`src/rtl/vab_pkg.sv`:
```
`timescale 1ns / 1ps
// shared constants, operation codes and structs of the vm alu/branch unit
// no dependencies

package vab_pkg;

  localparam int WORD_WIDTH = 16;
  localparam int CNT_W      = $clog2(WORD_WIDTH);
  localparam logic [CNT_W-1:0] LAST_STEP = CNT_W'(WORD_WIDTH - 1);

  typedef enum logic [4:0] {
    FN_HLT = 5'd0,
    FN_NOP = 5'd1,
    FN_CMP = 5'd2,
    FN_MOV = 5'd3,
    FN_INC = 5'd4,
    FN_DEC = 5'd5,
    FN_ADD = 5'd6,
    FN_SUB = 5'd7,
    FN_MUL = 5'd8,
    FN_DIV = 5'd9,
    FN_SHL = 5'd10,
    FN_SHR = 5'd11,
    FN_JMP = 5'd12,
    FN_JE  = 5'd13,
    FN_JNE = 5'd14,
    FN_JZ  = 5'd15,
    FN_JNZ = 5'd16,
    FN_JL  = 5'd17,
    FN_JLE = 5'd18,
    FN_JG  = 5'd19,
    FN_JGE = 5'd20
  } func_t;

  typedef enum logic [2:0] {
    AOP_MOV,
    AOP_INC,
    AOP_DEC,
    AOP_ADD,
    AOP_SUB,
    AOP_SHL,
    AOP_SHR,
    AOP_CMP
  } alu_op_t;

  typedef struct packed {
    logic    start;
    alu_op_t op;
  } alu_ctrl_t;

  typedef struct packed {
    logic start;
    logic is_div;
  } md_ctrl_t;

  typedef struct packed {
    logic                  done;
    logic [WORD_WIDTH-1:0] value;
    logic                  carry;
    logic                  ne;
    logic                  nz;
  } alu_res_t;

  typedef struct packed {
    logic                  done;
    logic [WORD_WIDTH-1:0] value;
    logic                  ovf;
  } md_res_t;

  typedef struct packed {
    logic halt;
    logic underflow;
    logic overflow;
    logic zero;
    logic equal;
    logic less;
    logic greater;
  } flags_t;

endpackage

```
`src/rtl/vab_req_if.sv`:
```
`timescale 1ns / 1ps
// request channel: operation code, accumulator and source operand
// no dependencies

interface vab_req_if;
  logic        valid;
  logic        ready;
  logic [4:0]  func;
  logic [15:0] acc_value;
  logic [15:0] src_value;

  modport source (output valid, func, acc_value, src_value, input ready);
  modport sink   (input valid, func, acc_value, src_value, output ready);
endinterface

```
`src/rtl/vab_rsp_if.sv`:
```
`timescale 1ns / 1ps
// response channel: destination write, jump and flag register
// no dependencies

interface vab_rsp_if;
  logic        valid;
  logic        ready;
  logic        dst_write;
  logic [15:0] dst_value;
  logic        pc_load;
  logic [15:0] new_pc;
  logic        flag_greater;
  logic        flag_less;
  logic        flag_equal;
  logic        flag_zero;
  logic        flag_overflow;
  logic        flag_underflow;
  logic        halted;

  modport source (output valid, dst_write, dst_value, pc_load, new_pc, flag_greater,
                  flag_less, flag_equal, flag_zero, flag_overflow, flag_underflow,
                  halted, input ready);
  modport sink   (input valid, dst_write, dst_value, pc_load, new_pc, flag_greater,
                  flag_less, flag_equal, flag_zero, flag_overflow, flag_underflow,
                  halted, output ready);
endinterface

```
`src/rtl/vm_alu_branch_unit.sv`:
```
`timescale 1ns / 1ps
// execute unit of the vm: decodes the word, runs the serial alu or the mul/div
// unit, keeps the flag register and resolves jumps; depends on vab_pkg and both
// channel interfaces, instantiates vab_serial_alu and vab_muldiv
// arithmetic, move, shift and compare words run on the one-bit-per-cycle serial alu,
// multiply and divide on the radix-2 mul/div loop; halt, nop, jump and unused codes
// go straight to the finish state; one word in flight at a time, the next word is
// taken the cycle after the result is registered
// reset (synchronous, active high) clears all flags and empties the result register

module vm_alu_branch_unit import vab_pkg::*; (
  input logic      clk,
  input logic      rst,
  vab_req_if.sink  req,
  vab_rsp_if.source rsp
);

  typedef enum logic [1:0] {ST_IDLE, ST_ALU, ST_MD, ST_FINISH} state_t;

  state_t                state;
  logic [4:0]            func_q;
  logic [WORD_WIDTH-1:0] src_q;
  flags_t                flags;

  logic                  rsp_valid;
  logic                  rsp_dst_write;
  logic [WORD_WIDTH-1:0] rsp_dst_value;
  logic                  rsp_pc_load;
  logic [WORD_WIDTH-1:0] rsp_new_pc;

  alu_ctrl_t alu_ctrl;
  md_ctrl_t  md_ctrl;
  alu_res_t  alu_res;
  md_res_t   md_res;

  logic   accept;
  logic   use_alu;
  logic   use_md;
  logic   slot_free;
  logic   wr;
  logic   jump;
  logic [WORD_WIDTH-1:0] wr_value;
  flags_t flags_next;

  assign accept    = req.valid && req.ready;
  assign req.ready = (state == ST_IDLE);
  assign slot_free = !rsp_valid || rsp.ready;

  // decode of the incoming word
  always_comb begin
    use_alu     = 1'b0;
    use_md      = 1'b0;
    alu_ctrl.op = AOP_MOV;
    md_ctrl.is_div = 1'b0;
    unique case (req.func)
      FN_CMP: begin use_alu = 1'b1; alu_ctrl.op = AOP_CMP; end
      FN_MOV: begin use_alu = 1'b1; alu_ctrl.op = AOP_MOV; end
      FN_INC: begin use_alu = 1'b1; alu_ctrl.op = AOP_INC; end
      FN_DEC: begin use_alu = 1'b1; alu_ctrl.op = AOP_DEC; end
      FN_ADD: begin use_alu = 1'b1; alu_ctrl.op = AOP_ADD; end
      FN_SUB: begin use_alu = 1'b1; alu_ctrl.op = AOP_SUB; end
      FN_SHL: begin use_alu = 1'b1; alu_ctrl.op = AOP_SHL; end
      FN_SHR: begin use_alu = 1'b1; alu_ctrl.op = AOP_SHR; end
      FN_MUL: begin use_md = 1'b1; md_ctrl.is_div = 1'b0; end
      FN_DIV: begin use_md = 1'b1; md_ctrl.is_div = 1'b1; end
      default: begin use_alu = 1'b0; use_md = 1'b0; end
    endcase
    alu_ctrl.start = accept && use_alu;
    md_ctrl.start  = accept && use_md;
  end

  vab_serial_alu u_alu (
    .clk  (clk),
    .rst  (rst),
    .ctrl (alu_ctrl),
    .a    (req.acc_value),
    .s    (req.src_value),
    .res  (alu_res)
  );

  vab_muldiv u_muldiv (
    .clk  (clk),
    .rst  (rst),
    .ctrl (md_ctrl),
    .a    (req.acc_value),
    .s    (req.src_value),
    .res  (md_res)
  );

  // result and flag update of the finished word
  always_comb begin
    flags_next = flags;
    wr         = 1'b0;
    jump       = 1'b0;
    wr_value   = alu_res.value;
    unique case (func_q)
      FN_HLT: flags_next.halt = 1'b1;
      FN_CMP: begin
        flags_next.greater = alu_res.carry & alu_res.ne;
        flags_next.less    = !alu_res.carry;
        flags_next.equal   = !alu_res.ne;
        flags_next.zero    = !alu_res.nz;
      end
      FN_MOV, FN_SHL, FN_SHR: wr = 1'b1;
      FN_INC, FN_ADD: begin
        wr = 1'b1;
        flags_next.overflow = alu_res.carry;
      end
      FN_DEC, FN_SUB: begin
        wr = 1'b1;
        flags_next.underflow = !alu_res.carry;
      end
      FN_MUL: begin
        wr       = 1'b1;
        wr_value = md_res.value;
        flags_next.overflow = md_res.ovf;
      end
      FN_DIV: begin
        wr       = 1'b1;
        wr_value = md_res.value;
      end
      FN_JMP: jump = 1'b1;
      FN_JE:  jump = flags.equal;
      FN_JNE: jump = !flags.equal;
      FN_JZ:  jump = flags.zero;
      FN_JNZ: jump = !flags.zero;
      FN_JL:  jump = flags.less;
      FN_JLE: jump = flags.less || flags.equal;
      FN_JG:  jump = flags.greater;
      FN_JGE: jump = flags.greater || flags.equal;
      default: begin wr = 1'b0; jump = 1'b0; end
    endcase
  end

  always_ff @(posedge clk) begin
    if (rst) begin
      state     <= ST_IDLE;
      flags     <= '0;
      rsp_valid <= 1'b0;
    end else begin
      // in finish the result register is reloaded instead
      if (rsp_valid && rsp.ready && (state != ST_FINISH)) begin
        rsp_valid <= 1'b0;
      end
      unique case (state)
        ST_IDLE: begin
          if (accept) begin
            func_q <= req.func;
            src_q  <= req.src_value;
            if (use_alu) begin
              state <= ST_ALU;
            end else if (use_md) begin
              state <= ST_MD;
            end else begin
              state <= ST_FINISH;
            end
          end
        end
        ST_ALU: begin
          if (alu_res.done) begin
            state <= ST_FINISH;
          end
        end
        ST_MD: begin
          if (md_res.done) begin
            state <= ST_FINISH;
          end
        end
        ST_FINISH: begin
          if (slot_free) begin
            flags         <= flags_next;
            rsp_valid     <= 1'b1;
            rsp_dst_write <= wr;
            rsp_dst_value <= wr ? wr_value : '0;
            rsp_pc_load   <= jump;
            rsp_new_pc    <= jump ? src_q : '0;
            state         <= ST_IDLE;
          end
        end
        default: state <= ST_IDLE;
      endcase
    end
  end

  assign rsp.valid          = rsp_valid;
  assign rsp.dst_write      = rsp_dst_write;
  assign rsp.dst_value      = rsp_dst_value;
  assign rsp.pc_load        = rsp_pc_load;
  assign rsp.new_pc         = rsp_new_pc;
  assign rsp.flag_greater   = flags.greater;
  assign rsp.flag_less      = flags.less;
  assign rsp.flag_equal     = flags.equal;
  assign rsp.flag_zero      = flags.zero;
  assign rsp.flag_overflow  = flags.overflow;
  assign rsp.flag_underflow = flags.underflow;
  assign rsp.halted         = flags.halt;

`ifndef NO_ASSERTIONS
  a_halt_sticky: assert property (@(posedge clk) disable iff (rst)
    flags.halt |=> flags.halt)
    else $error("halt flag dropped without reset");

  a_write_xor_jump: assert property (@(posedge clk) disable iff (rst)
    rsp_valid |-> !(rsp_dst_write && rsp_pc_load))
    else $error("result carries both a write and a jump");

  a_idle_value_zero: assert property (@(posedge clk) disable iff (rst)
    (rsp_valid && !rsp_dst_write) |-> (rsp_dst_value == '0))
    else $error("destination value not zero without write");

  a_accept_leaves_idle: assert property (@(posedge clk) disable iff (rst)
    accept |=> (state != ST_IDLE))
    else $error("accepted word did not start execution");

  a_flags_only_on_finish: assert property (@(posedge clk) disable iff (rst)
    (state != ST_FINISH) |=> $stable(flags))
    else $error("flags changed outside result write");
`endif

endmodule

```
`src/rtl/vab_serial_alu.sv`:
```
`timescale 1ns / 1ps
// bit-serial alu: add, sub, inc, dec, move, shifts and compare, one bit per cycle
// depends on vab_pkg

module vab_serial_alu import vab_pkg::*; (
  input  logic                  clk,
  input  logic                  rst,
  input  alu_ctrl_t             ctrl,
  input  logic [WORD_WIDTH-1:0] a,
  input  logic [WORD_WIDTH-1:0] s,
  output alu_res_t              res
);

  logic                  run;
  logic                  done;
  logic [CNT_W-1:0]      cnt;
  alu_op_t               op_q;
  logic [WORD_WIDTH-1:0] a_sr;
  logic [WORD_WIDTH-1:0] s_sr;
  logic [WORD_WIDTH-1:0] r_sr;
  logic                  carry;
  logic                  lag;
  logic                  ne;
  logic                  nz;

  logic x_bit;
  logic y_bit;
  logic sum_bit;
  logic carry_next;

  // operand bits of the current step, lsb first
  always_comb begin
    x_bit = s_sr[0];
    y_bit = 1'b0;
    case (op_q)
      AOP_MOV: begin x_bit = s_sr[0]; y_bit = 1'b0;     end
      AOP_INC: begin x_bit = s_sr[0]; y_bit = 1'b0;     end
      AOP_DEC: begin x_bit = s_sr[0]; y_bit = 1'b1;     end
      AOP_ADD: begin x_bit = a_sr[0]; y_bit = s_sr[0];  end
      AOP_SUB: begin x_bit = a_sr[0]; y_bit = ~s_sr[0]; end
      AOP_CMP: begin x_bit = a_sr[0]; y_bit = ~s_sr[0]; end
      AOP_SHL: begin x_bit = lag;     y_bit = 1'b0;     end
      AOP_SHR: begin x_bit = s_sr[1]; y_bit = 1'b0;     end
      default: begin x_bit = s_sr[0]; y_bit = 1'b0;     end
    endcase
    sum_bit    = x_bit ^ y_bit ^ carry;
    carry_next = (x_bit & y_bit) | (x_bit & carry) | (y_bit & carry);
  end

  always_ff @(posedge clk) begin
    if (rst) begin
      run  <= 1'b0;
      done <= 1'b0;
      cnt  <= '0;
    end else begin
      done <= 1'b0;
      if (ctrl.start) begin
        run <= 1'b1;
        cnt <= '0;
      end else if (run) begin
        cnt <= cnt + 1'b1;
        if (cnt == LAST_STEP) begin
          run  <= 1'b0;
          done <= 1'b1;
        end
      end
    end
  end

  always_ff @(posedge clk) begin
    if (ctrl.start) begin
      op_q  <= ctrl.op;
      a_sr  <= a;
      s_sr  <= s;
      // subtract, compare and increment start with a carry in
      carry <= (ctrl.op inside {AOP_INC, AOP_SUB, AOP_CMP});
      lag   <= 1'b0;
      ne    <= 1'b0;
      nz    <= 1'b0;
    end else if (run) begin
      a_sr  <= {1'b0, a_sr[WORD_WIDTH-1:1]};
      s_sr  <= {1'b0, s_sr[WORD_WIDTH-1:1]};
      r_sr  <= {sum_bit, r_sr[WORD_WIDTH-1:1]};
      carry <= carry_next;
      lag   <= s_sr[0];
      ne    <= ne | (a_sr[0] ^ s_sr[0]);
      nz    <= nz | a_sr[0];
    end
  end

  assign res.done  = done;
  assign res.value = r_sr;
  assign res.carry = carry;
  assign res.ne    = ne;
  assign res.nz    = nz;

endmodule

```
`src/rtl/vab_muldiv.sv`:
```
`timescale 1ns / 1ps
// radix-2 iterative unit: shift-add multiply and restoring divide, one bit per cycle
// depends on vab_pkg

module vab_muldiv import vab_pkg::*; (
  input  logic                  clk,
  input  logic                  rst,
  input  md_ctrl_t              ctrl,
  input  logic [WORD_WIDTH-1:0] a,
  input  logic [WORD_WIDTH-1:0] s,
  output md_res_t               res
);

  logic                  run;
  logic                  done;
  logic [CNT_W-1:0]      cnt;
  logic                  is_div_q;
  logic [WORD_WIDTH-1:0] hi;
  logic [WORD_WIDTH-1:0] lo;
  logic [WORD_WIDTH-1:0] s_q;

  logic [WORD_WIDTH:0]   mul_sum;
  logic [WORD_WIDTH:0]   div_sh;
  logic [WORD_WIDTH+1:0] div_diff;
  logic                  borrow;

  always_comb begin
    mul_sum  = {1'b0, hi} + (lo[0] ? {1'b0, s_q} : '0);
    div_sh   = {hi, lo[WORD_WIDTH-1]};
    div_diff = {1'b0, div_sh} - {2'b00, s_q};
    borrow   = div_diff[WORD_WIDTH+1];
  end

  always_ff @(posedge clk) begin
    if (rst) begin
      run  <= 1'b0;
      done <= 1'b0;
      cnt  <= '0;
    end else begin
      done <= 1'b0;
      if (ctrl.start) begin
        run <= 1'b1;
        cnt <= '0;
      end else if (run) begin
        cnt <= cnt + 1'b1;
        if (cnt == LAST_STEP) begin
          run  <= 1'b0;
          done <= 1'b1;
        end
      end
    end
  end

  // hi holds partial product or remainder, lo multiplier/product or dividend/quotient
  // a zero divisor never borrows, so the quotient comes out all ones
  always_ff @(posedge clk) begin
    if (ctrl.start) begin
      is_div_q <= ctrl.is_div;
      hi       <= '0;
      lo       <= a;
      s_q      <= s;
    end else if (run) begin
      if (is_div_q) begin
        hi <= borrow ? div_sh[WORD_WIDTH-1:0] : div_diff[WORD_WIDTH-1:0];
        lo <= {lo[WORD_WIDTH-2:0], ~borrow};
      end else begin
        {hi, lo} <= {mul_sum, lo[WORD_WIDTH-1:1]};
      end
    end
  end

  assign res.done  = done;
  assign res.value = lo;
  assign res.ovf   = |hi;

endmodule

```
`src/flat_wrapper.sv`:
```
// flat-port wrapper written by rule: the top's interface ports become plain ports
module vm_alu_branch_unit_flat import vab_pkg::*;
  (clk, rst, req_valid, req_func, req_acc_value, req_src_value, req_ready, rsp_valid, rsp_dst_write, rsp_dst_value, rsp_pc_load, rsp_new_pc, rsp_flag_greater, rsp_flag_less, rsp_flag_equal, rsp_flag_zero, rsp_flag_overflow, rsp_flag_underflow, rsp_halted, rsp_ready);
  vab_req_if req_i ();
  vab_rsp_if rsp_i ();
  input logic clk;
  input logic rst;
  input wire logic [$bits(req_i.valid)-1:0] req_valid;
  input wire logic [$bits(req_i.func)-1:0] req_func;
  input wire logic [$bits(req_i.acc_value)-1:0] req_acc_value;
  input wire logic [$bits(req_i.src_value)-1:0] req_src_value;
  output wire logic [$bits(req_i.ready)-1:0] req_ready;
  output wire logic [$bits(rsp_i.valid)-1:0] rsp_valid;
  output wire logic [$bits(rsp_i.dst_write)-1:0] rsp_dst_write;
  output wire logic [$bits(rsp_i.dst_value)-1:0] rsp_dst_value;
  output wire logic [$bits(rsp_i.pc_load)-1:0] rsp_pc_load;
  output wire logic [$bits(rsp_i.new_pc)-1:0] rsp_new_pc;
  output wire logic [$bits(rsp_i.flag_greater)-1:0] rsp_flag_greater;
  output wire logic [$bits(rsp_i.flag_less)-1:0] rsp_flag_less;
  output wire logic [$bits(rsp_i.flag_equal)-1:0] rsp_flag_equal;
  output wire logic [$bits(rsp_i.flag_zero)-1:0] rsp_flag_zero;
  output wire logic [$bits(rsp_i.flag_overflow)-1:0] rsp_flag_overflow;
  output wire logic [$bits(rsp_i.flag_underflow)-1:0] rsp_flag_underflow;
  output wire logic [$bits(rsp_i.halted)-1:0] rsp_halted;
  input wire logic [$bits(rsp_i.ready)-1:0] rsp_ready;
  assign req_i.valid = req_valid;
  assign req_i.func = req_func;
  assign req_i.acc_value = req_acc_value;
  assign req_i.src_value = req_src_value;
  assign req_ready = req_i.ready;
  assign rsp_valid = rsp_i.valid;
  assign rsp_dst_write = rsp_i.dst_write;
  assign rsp_dst_value = rsp_i.dst_value;
  assign rsp_pc_load = rsp_i.pc_load;
  assign rsp_new_pc = rsp_i.new_pc;
  assign rsp_flag_greater = rsp_i.flag_greater;
  assign rsp_flag_less = rsp_i.flag_less;
  assign rsp_flag_equal = rsp_i.flag_equal;
  assign rsp_flag_zero = rsp_i.flag_zero;
  assign rsp_flag_overflow = rsp_i.flag_overflow;
  assign rsp_flag_underflow = rsp_i.flag_underflow;
  assign rsp_halted = rsp_i.halted;
  assign rsp_i.ready = rsp_ready;
  vm_alu_branch_unit u_core (.clk(clk), .rst(rst), .req(req_i), .rsp(rsp_i));
endmodule
```
`config.mk`:
```
export PLATFORM = sky130hd
export DESIGN_NAME = vm_alu_branch_unit_flat
export DESIGN_NICKNAME = d
export VERILOG_FILES = /design/src/rtl/vab_pkg.sv /design/src/rtl/vab_req_if.sv /design/src/rtl/vab_rsp_if.sv /design/src/rtl/vm_alu_branch_unit.sv /design/src/rtl/vab_serial_alu.sv /design/src/rtl/vab_muldiv.sv /design/src/flat_wrapper.sv
export SDC_FILE = /design/constraint.sdc
export NUM_CORES = 1
export LEC_CHECK = 0
export BUFFER_PORTS_ARGS = -buffer_cell sky130_fd_sc_hd__buf_2
export CAP_MARGIN = 15
export CORE_MARGIN = 2
export CORE_UTILIZATION = 53
export CTS_CLUSTER_DIAMETER = 120
export DETAILED_ROUTE_END_ITERATION = 16
export PLACE_DENSITY_LB_ADDON = 0.2
export SETUP_SLACK_MARGIN = 0.1
export SKIP_LAST_GASP = 1
export SYNTH_ARGS = -nofsm -noshare
export SYNTH_HDL_FRONTEND = slang
export SYNTH_SLANG_ARGS = --single-unit
```
`constraint.sdc`:
```
create_clock -name clk -period 5.2 [get_ports clk]
set_input_delay 0 -clock clk [delete_from_list [all_inputs] [get_ports clk]]
set_output_delay 0 -clock clk [all_outputs]
set_load 0.01 [all_outputs]
```
* Word-level counts from Yosys, hierarchy flattened
Index checks and enable logic that the tools add are counted.
** Cells by class
- Equal/unequal tests :: 49
- Add/subtract/negate cells :: 4
- Muxes and demuxes :: 40
- Bitwise logic cells :: 17
- Reductions and logical operators :: 44
** Operators by type and width (number)
- 2-to-1 mux 16 bit :: 11
- == test 5 x 4 -> 1 bit (second input constant) :: 12
- == test 5 x 3 -> 1 bit (second input constant) :: 8
- == test 5 bit (second input constant) :: 5
- case mux 3 bit (7 select lines) :: 1
- == test 5 x 2 -> 1 bit (second input constant) :: 4
- == test 3 bit (second input constant) :: 6
- 2-to-1 mux 1 bit :: 18
- AND reduction 3 bit :: 6
- subtractor 17 x 16 -> 18 bit :: 1
- adder 16 x 17 -> 17 bit :: 1
- OR reduction 16 bit :: 1
- OR reduction 2 bit :: 7
- OR reduction 3 bit :: 4
- 2-to-1 mux 2 bit :: 5
- case mux 1 bit (9 select lines) :: 1
- OR reduction 9 bit :: 1
- adder 4 x 1 -> 4 bit (second input constant) :: 2
- == test 4 bit (second input constant) :: 2
- inequality test 2 bit (second input constant) :: 4
- case mux 1 bit (4 select lines) :: 2
- case mux 2 bit (4 select lines) :: 1
- OR reduction 8 bit :: 1
- == test 3 x 1 -> 1 bit (second input constant) :: 2
- other kinds (20) :: 48
** Storage, ports and cells
- Register bits :: 181
- Output and inout port bits :: 43

* Longest topological paths before layout
Gate-level depths: netlist (run 1).
- Depth after elaboration :: 8
- Mapped depth :: 11
- Mapped depth without buffers :: 11

* Cells and area by module
A second synthesis (run 1) with hierarchy kept.
** Unflattened totals
- Cell total of the unflattened synthesis :: 856
- Area, all modules :: 9545.4 um^2
** Modules (own cells, without submodules)
- vab_muldiv :: cells an instance 459, area each 4105.2 um^2, seq. area each 1431.4 um^2, times used 1
- vm_alu_branch_unit :: cells an instance 251, area each 3005.4 um^2, seq. area each 1851.8 um^2, times used 1
- vab_serial_alu :: cells an instance 146, area each 2434.8 um^2, seq. area each 1741.7 um^2, times used 1

* Worst setup path after synthesis (run 1)
Ideal clock, no wire load.
- Path kind :: reg2reg
- Start point :: register u_core.u_muldiv.lo[0]
- End point :: register u_core.u_muldiv.hi[13]
- Setup slack :: 2.424 ns
- Arrival time :: 2.630 ns
- Buffers on the path :: 1
- Stages on the path, launching flop included :: 12
- Path through :: edfxtp_1 clkbuf_1 and2_1 ha_1 fa_1 a211oi_1 o21bai_1 a31oi_1 o211ai_1 mux2_2 o221ai_1 a41oi_1
** Between the ends
- Cells in the longest elaborated chain, start to end :: 3
** RTL lines
- from (decl) :: line vab_muldiv.sv:19 : logic [WORD_WIDTH-1:0] lo;
- from (signal assigned) :: line vab_muldiv.sv:65 : lo <= {lo[WORD_WIDTH-2:0], ~borrow};
- from (signal assigned) :: line vab_muldiv.sv:67 : {hi, lo} <= {mul_sum, lo[WORD_WIDTH-1:1]};
- 2-to-1 mux 16 bit :: line vab_muldiv.sv:28 : mul_sum = {1'b0, hi} + (lo[0] ? {1'b0, s_q} : '0);
- adder 16 x 17 -> 17 bit :: line vab_muldiv.sv:28
- 2-to-1 mux 16 bit :: line vab_muldiv.sv:63 : if (is_div_q) begin
- to (signal assigned) :: line vab_muldiv.sv:64 : hi <= borrow ? div_sh[WORD_WIDTH-1:0] : div_diff[WORD_WIDTH-1:0];
- to (signal assigned) :: line vab_muldiv.sv:67
- to (decl) :: line vab_muldiv.sv:18 : logic [WORD_WIDTH-1:0] hi;
Every way passes these cells.
A chain may end at the register's enable or synchronous reset.

* Worst setup path in the final report (run 1)
Ends and elaborated chain as after synthesis.

==> impl_metrics.env, run 1 <==
export IMPL_dp_hpwl_um=14200
export IMPL_slew_violations=0
export IMPL_post_cts_buffers=0
export IMPL_cts_sinks=181
export IMPL_overflow=0
export IMPL_r2r_setup_slack_ns=2.14
export IMPL_cpPeakStageDelay_ns=0.61
export IMPL_cp_num_buf_inv=0
export IMPL_dr_pass1_iters=5
export IMPL_finalSetupViolations=0
export IMPL_grt_max_degree=62
export IMPL_power_total_mw=4.63
export IMPL_drt_iter0_drc=456
export IMPL_peakVddDrop_uv=288
export IMPL_final_nets=1039
export IMPL_io_pins=84
export IMPL_yosysTopAreaCellShare_pct=45.2
export IMPL_cts_tree="done"
export IMPL_synth_nets=923
export IMPL_fin_crit_ns=3.06
export IMPL_crit_start="u_core.u_muldiv.lo[0]$_DFFE_PP_"
export IMPL_powerDensity_nw_per_um2=423
export IMPL_ant_nets=0
export IMPL_numCtsBuffers=17
export IMPL_die_area_um2=18600
export IMPL_p_sw_share_pct=34.2
export IMPL_grt_use_met2_pct=35.0
export IMPL_p_comb_share_pct=30.5
export IMPL_track_usage_pct=23.0
export IMPL_clk_latency_ns=0.43
export IMPL_synth_flop_cell="edfxtp_1"
export IMPL_dp_slack_ns=2.12
export IMPL_mostFrequentLayoutCells="edfxtp_1, nand2_1, buf_2"
export IMPL_grt_busiest_layer="met2"
export IMPL_avgViaCountPerCell=5.69
export IMPL_yosys_warnings=0
export IMPL_synth_largest_area_cell="edfxtp_1"
export IMPL_seq_area_frac_synth_pct=54.1
export IMPL_grtUsageMet1_pct=33.5
export IMPL_cts_hold_buf=39
export IMPL_grt_pass1_vias=6324
export IMPL_max_freq_ghz=0.326
export IMPL_clockBufferDepth=2
export IMPL_p_leak_nw=4.20
export IMPL_skew_ns=0.0120
export IMPL_critPathRequiredTime_ns=5.49
export IMPL_synthTopCellsByArea="edfxtp_1, dfxtp_1, ha_1"
export IMPL_reg2reg_to="u_core.u_muldiv.hi[13]$_SDFFE_PP0P_"
export IMPL_cts_root_buffer="clkbuf_16"
export IMPL_rr_startpoint="u_core.u_muldiv.lo[0]$_DFFE_PP_"
export IMPL_vias=6808
export IMPL_ys_ff_latch=181
export IMPL_grt_pass1_wl_um=32900
export IMPL_core_um2=17200
export IMPL_hold_class="input pin to flip-flop"
export IMPL_internal_power_mw=3.05
export IMPL_globalplace_congestion=0.905
export IMPL_wl_per_cell_um=17.2
export IMPL_layout_cells_non_filler=1196
export IMPL_power_share_clock_pct=27.5
export IMPL_initial_core_util_pct=53.9
export IMPL_port_buffers=83
export IMPL_drc=0
export IMPL_critPathSlowestCell="edfxtp_1"
export IMPL_die_w_um=136
export IMPL_crit_path_end="u_core.u_muldiv.hi[13]$_SDFFE_PP0P_"
export IMPL_antenna_found_initial=1
export IMPL_pwr_share_seq_pct=42.0
export IMPL_setup_ws_ns=2.14
export IMPL_synthArstFlopShare_pct=0
export IMPL_crit_chain="and2_1, ha_1, fa_1, a211oi_1, o21bai_1, a31oi_1, o211ai_1, mux2_2, o221ai_1, a41oi_1"
export IMPL_syn_area_per_cell_um2=11.1
export IMPL_final_hold_viol_count=0
export IMPL_placed_area_um2=9930
export IMPL_worstPathMaxFanout=18
export IMPL_layout_commonest_cell="edfxtp_1"
export IMPL_status="completed"
export IMPL_cts_resized=0
export IMPL_use_met3_pct=3.99
export IMPL_arrival_ns=3.35
export IMPL_fin_setup_tns_ns=0
export IMPL_slew_headroom_pct=28.5
export IMPL_finalCritPeriodShare_pct=58.9
export IMPL_wl_um=20600
export IMPL_worstRegToRegCells=10
export IMPL_htreeDepth=4
export IMPL_max_cap_viol_count=0
export IMPL_syn_instance_count=841
export IMPL_critPathCaptureType="flip-flop"
export IMPL_critPathKind="flip-flop to flip-flop"
export IMPL_rows=48
export IMPL_synth_lib_cells_used_distinct=73
export IMPL_synth_edff_count=140
export IMPL_area_growth_pct=17.7
export IMPL_crit_family="compound AO/OA/AOI/OAI gates"
export IMPL_dp_cells=1123
export IMPL_critPathLaunchType="flip-flop"
export IMPL_clk_pin_slew_ns=0.08
export IMPL_fin_area_um2=10900
export IMPL_rsz0062_at_grt="no"
export IMPL_die_h_um=136
export IMPL_netlist_area_um2=9300
export IMPL_drive_above_1_share_pct=18.2
export IMPL_crit_cells=10
export IMPL_worstMarginPinSlew_ns=1.07
export IMPL_p_sw_mw=1.58
## cell usage after synthesis, drive strengths merged, types with 9 or more instances
cell / number
nor2b: 23
clkbuf: 27
inv: 37
nand2: 87
and2: 21
nor2: 46
xor2: 14
mux2i: 21
a21o: 12
o211ai: 9
nor3: 16
ha: 38
dfxtp: 41
mux2: 32
xnor2: 15
a31oi: 15
a21oi: 68
nand3: 16
o21ai: 49
edfxtp: 140
## worst min path at each step
stage                      startpoint                      endpoint  slack (ns)  cells after the start
floorplan                         rst  u_core.u_alu.done$_SDFF_PP0_        0.08                      1
global placement     req_src_value[6]     u_core.src_q[6]$_DFFE_PP_        0.22                      1
detailed placement  req_src_value[10]    u_core.src_q[10]$_DFFE_PP_        0.23                      1
CTS                         req_valid  u_core.state[0]$_SDFFE_PP0P_        0.14                      5
global route                req_valid    u_core.func_q[0]$_DFFE_PP_        0.17                      3
finish                      req_valid    u_core.func_q[1]$_DFFE_PP_        0.14                      3
## per-layer routing
| metal | wire length (um) | vias to the layer above |
|---|---|---|
| met2 | 9310 | 205 |
| met1 | 9820 | 3229 |
| li1 | - | 3347 |
| met3 | 1120 | 27 |
| met5 | 0 | - |
| met4 | 316 | 0 |
## final cells by class
cell class              count  area [um^2]
fillers                  1315         6300
flip-flops and latches    181         5020
multi-input cells         588         4010
repair buffers            130          873
clock buffers              17          425
well taps                 225          282
clock inverters            15          175
inverters                  39          146
diodes                      1         2.50
## per-stage QoR
stage,utilization [%],hold slack [ns]
global route,63.5,0.174
global placement,57.6,0.222
CTS,63.4,0.142
floorplan,-,0.0755
finish,63.5,0.139
detailed placement,57.6,0.227
## power by group through the flow
stage               combinational, mW  sequential [mW]  clock [mW]
floorplan                        1.08             1.91           0
global placement                 1.35             1.96           0
detailed placement               1.36             1.97           0
CTS                              1.39             1.94        1.30
global route                     1.57             1.96        1.35
finish                           1.41             1.94        1.27
## tightest hold or removal path, stage by stage
cell and delay (ns):
buf_2 0.12, nand2_1 0.14, nor2_2 0.12
## cells by family (layout without fill, tap and decap cells)
group           after synthesis  in the layout  share of synthesized area (%)
compound gates              210            210                           14.6
xor+xnor                     29             29                           2.73
fa+ha+maj                    41             41                           5.76
buf+inv                      72            201                           2.97
flops                       181            181                           54.1
mux                          53             53                           6.14
other cells                   0              1                              0
simple gates                255            255                           13.7
## state kept, by name (all words and copies together) (netlist names), 2 cells and up
signal                cells
u_core.func_q             5
u_core.rsp.dst_value     16
u_core.rsp.new_pc        16
u_core.src_q             16
u_core.state              2
u_core.u_alu.a_sr        16
u_core.u_alu.cnt          4
u_core.u_alu.op_q         3
u_core.u_alu.r_sr        16
u_core.u_alu.s_sr        16
u_core.u_muldiv.cnt       4
u_core.u_muldiv.hi       16
u_core.u_muldiv.lo       16
u_core.u_muldiv.s_q      16
Power figures use the tool's default switching activity.
==> run 2: changes to the inputs <==
--- a/config.mk
+++ b/config.mk
@@ -5,6 +5,7 @@
 export SDC_FILE = /design/constraint.sdc
 export NUM_CORES = 1
 export LEC_CHECK = 0
+export ABC_AREA = 1
 export BUFFER_PORTS_ARGS = -buffer_cell sky130_fd_sc_hd__buf_2
 export CAP_MARGIN = 15
 export CORE_MARGIN = 2
==> constraint.sdc (replaced) <==
create_clock -name clk -period 2.6 [get_ports clk]
set_input_delay 0 -clock clk [delete_from_list [all_inputs] [get_ports clk]]
set_output_delay 0 -clock clk [all_outputs]
set_load 0.01 [all_outputs]
==> run 2 against run 1 <==
Register-to-register slack lost 1.8 ns. Highest routed layer unchanged. Worst setup slack lost 1.8 ns. Critical path type unchanged. Area after synthesis grew 6.3%. Worst hold slack gained 0.054 ns. Clock power grew 110%. Sequential power grew 98%. Total power grew 110%. Die area grew 6.1%. Critical endpoint is now u_core.u_muldiv.hi[15]$_SDFFE_PP0P_. Largest power group unchanged. Via count grew 19%. Combinational power grew 120%.
==> impl_metrics.env, run 2 <==
export IMPL_status="completed"
export IMPL_globalplace_congestion=0.912
export IMPL_cts_root_buffer="clkbuf_16"
export IMPL_die_w_um=141
export IMPL_grt_pass1_wl_um=36600
export IMPL_pwr_share_seq_pct=40.1
export IMPL_r2r_setup_slack_ns=0.30
export IMPL_die_area_um2=19700
export IMPL_synth_edff_count=140
export IMPL_dp_slack_ns=0.316
export IMPL_vias=8104
export IMPL_p_comb_share_pct=32.5
export IMPL_critPathRequiredTime_ns=2.94
export IMPL_critPathCaptureType="flip-flop"
export IMPL_wl_per_cell_um=13.9
export IMPL_die_h_um=141
export IMPL_numCtsBuffers=17
export IMPL_seq_area_frac_synth_pct=50.9
export IMPL_worstPathMaxFanout=5
export IMPL_ys_ff_latch=181
export IMPL_diodes=0
export IMPL_p_leak_nw=5.64
export IMPL_core_um2=18100
export IMPL_final_nets=1424
export IMPL_port_buffers=83
export IMPL_dr_pass1_iters=5
export IMPL_wl_met1_um=10900
export IMPL_synth_xor_area_share_pct=1.24
export IMPL_wl_um=22100
export IMPL_dp_hpwl_um=16200
export IMPL_setup_ws_ns=0.300
export IMPL_yosysTopAreaCellShare_pct=42.6
export IMPL_hold_end="u_core.state[1]$_SDFFE_PP0P_"
export IMPL_synth_top_family_by_area="simple AND/OR/NAND/NOR gates"
export IMPL_powerDensity_nw_per_um2=820
export IMPL_reg2reg_to="u_core.u_muldiv.hi[15]$_SDFFE_PP0P_"
export IMPL_worst_hold_slack_ns=0.193
export IMPL_rr_startpoint="u_core.u_muldiv.s_q[0]$_DFFE_PP_"
export IMPL_synthAdderAreaFrac_pct=5.42
export IMPL_hold_path_depth=6
export IMPL_route_met2_wl_um=9790
export IMPL_drc=0
export IMPL_clk_pin_slew_ns=0.08
export IMPL_cts_sinks=181
export IMPL_cpPeakStageDelay_ns=0.45
export IMPL_final_hold_viol_count=0
export IMPL_p_sw_mw=3.52
export IMPL_met3WireLength_um=1050
export IMPL_io_pins=84
export IMPL_synthArstFlopShare_pct=0
export IMPL_syn_instance_count=1209
export IMPL_finalCritPeriodShare_pct=88.5
export IMPL_highest_layer="met4"
export IMPL_synth_lib_cells_used_distinct=40
export IMPL_internal_power_mw=6.04
export IMPL_fin_setup_tns_ns=0
export IMPL_synth_compound_area_share_pct=9.37
export IMPL_layout_commonest_cell="nand2_1"
export IMPL_syn_area_per_cell_um2=8.17
export IMPL_skew_ns=0.0134
export IMPL_fin_crit_ns=2.30
export IMPL_antenna_found_initial=0
export IMPL_synthTopCellsByArea="edfxtp_1, nand2_1, inv_1"
export IMPL_critPathLaunchType="flip-flop"
export IMPL_mostFrequentLayoutCells="nand2_1, inv_1, edfxtp_1"
export IMPL_synth_flop_cell="edfxtp_1"
export IMPL_synth_common_cells="nand2_1, inv_1, edfxtp_1"
export IMPL_slew_headroom_pct=47.3
export IMPL_fillers=1555
export IMPL_p_sw_share_pct=36.8
export IMPL_max_freq_ghz=0.435
export IMPL_power_share_clock_pct=27.3
export IMPL_overflow=0
export IMPL_cp_num_buf_inv=3
export IMPL_synthMuxAreaShare_pct=0
export IMPL_htreeDepth=4
export IMPL_worstRegToRegCells=14
export IMPL_track_usage_pct=23.1
export IMPL_worstMarginPinSlew_ns=0.790
export IMPL_netlist_area_um2=9880
export IMPL_grt_max_degree=34
export IMPL_hold_class="input pin to flip-flop"
export IMPL_peakVddDrop_uv=579
export IMPL_ant_nets=0
export IMPL_placed_area_um2=10600
export IMPL_avgViaCountPerCell=5.12
export IMPL_yosys_warnings=0
export IMPL_cts_tree="done"
export IMPL_grt_pass1_vias=7490
export IMPL_crit_chain="nand2_1, inv_1, ha_1, fa_1, nand3_1, nand3_1, nand3_1, nand3_1, nand2_1, inv_1, o21ai_0, nand3_1, nand2_1, inv_1"
export IMPL_initial_core_util_pct=54.4
export IMPL_slew_violations=0
export IMPL_synth_most_common_cell="nand2_1"
export IMPL_critPathSlowestCell="fa_1"
export IMPL_rsz0062_at_grt="no"
export IMPL_synth_largest_area_cell="edfxtp_1"
export IMPL_hold_start="req_valid"
export IMPL_synth_simple_gate_area_share_pct=23.0
export IMPL_rows=49
export IMPL_crit_family="simple AND/OR/NAND/NOR gates"
export IMPL_area_growth_pct=18.0
export IMPL_critPathKind="flip-flop to flip-flop"
export IMPL_max_cap_viol_count=0
export IMPL_cpMostUsedCell="nand3_1"
export IMPL_clk_latency_ns=0.44
export IMPL_drt_iter0_drc=454
export IMPL_fin_area_um2=11700
export IMPL_finalSetupViolations=0
export IMPL_drive_above_1_share_pct=12.0
export IMPL_clockBufferDepth=2
export IMPL_arrival_ns=2.64
export IMPL_synth_nets=1291
run 2: cell types whose count changed in the layout (fill, tap and decap cells not counted), sizes merged, moves of 12 or more:
| cell | previous run | this run |
|---|---|---|
| buf | 91 | 107 |
| nand4 | 5 | 19 |
| a21oi | 68 | 53 |
| and2 | 21 | 3 |
| nor2b | 23 | 0 |
| inv | 45 | 233 |
| nor2 | 46 | 88 |
| a21o | 12 | 0 |
| mux2i | 21 | 0 |
| a31oi | 15 | 0 |
| nand2 | 87 | 359 |
| mux2 | 32 | 0 |
| nand3 | 16 | 49 |
| o21ai | 49 | 89 |
run 2: kinds of logic (layout without fill, tap and decap cells):
| family | Yosys count | count (layout) |
|---|---|---|
| fa+ha+maj | 41 | 41 |
| buf+inv | 260 | 406 |
| simple gates | 545 | 545 |
| compound gates | 168 | 168 |
| flops | 181 | 181 |
| xor+xnor | 14 | 14 |
run 2: through the flow:
| stage | instances | utilization (%) | power [mW] |
|---|---|---|---|
| final | 1584 | 64.2 | 9.56 |
| after global routing | 1584 | 64.2 | 10.2 |
| after CTS | 1584 | 64.2 | 9.58 |
| after detailed placement | 1512 | 58.6 | 6.90 |
| after global placement | 1512 | 58.6 | 6.87 |
| after floorplan | 1209 | - | 6.11 |
run 2: cell type report:
type	instances	area, um^2	share of cell area, %
Timing Repair Buffer	147	1010	8.65
Clock inverter	15	186	1.60
Inverter	227	852	7.31
Clock buffer	17	425	3.65
Tap cell	229	287	2.46
Multi-Input combinational cell	768	3870	33.2
Sequential cell	181	5020	43.1
run 2: routing by layer:
metal  GRT usage [%]  vias to the layer above
met5               0                        -
met4            5.95                        0
met3            3.45                       24
met2            35.9                      228
met1            34.3                     3682
li1                -                     4170
run 2: power by group through the flow:
stage                     clock [mW]  combinational, mW  sequential (mW)
final                           2.61               3.11             3.84
after detailed placement           0               3.02             3.89
after floorplan                    0               2.31             3.80
after CTS                       2.67               3.09             3.82
after global placement             0               2.99             3.88
after global routing            2.77               3.57             3.88
run 2: timing repair:
item	CTS	global route
setup buffers	0	0
hold buffers	40	0
setup endpoints to repair	0	3
gates resized for setup	0	3
hold endpoints to repair	95	0
run 2: worst min-delay path: cells and delay by family:
family | cells | cell delay (ns)
compound gates | 4 | 0.41
buf+inv | 1 | 0.09
simple gates | 1 | 0.09
run 2: how the worst max path moves through the flow:
stage / start / to / cells after the start / slack, ns
6_report: u_core.u_muldiv.s_q[0]$_DFFE_PP_ / u_core.u_muldiv.hi[15]$_SDFFE_PP0P_ / 14 / 0.30
3_5_place_dp: u_core.u_muldiv.lo[15]$_DFFE_PP_ / u_core.u_muldiv.hi[8]$_SDFFE_PP0P_ / 12 / 0.32
4_1_cts: u_core.u_muldiv.lo[15]$_DFFE_PP_ / u_core.u_muldiv.hi[8]$_SDFFE_PP0P_ / 12 / 0.29
3_3_place_gp: u_core.u_muldiv.lo[15]$_DFFE_PP_ / u_core.u_muldiv.hi[8]$_SDFFE_PP0P_ / 12 / 0.29
2_1_floorplan: u_core.state[0]$_SDFFE_PP0P_ / u_core.u_muldiv.lo[0]$_DFFE_PP_ / 7 / 0.17
5_1_grt: u_core.u_muldiv.s_q[0]$_DFFE_PP_ / u_core.u_muldiv.hi[9]$_SDFFE_PP0P_ / 15 / 0.12
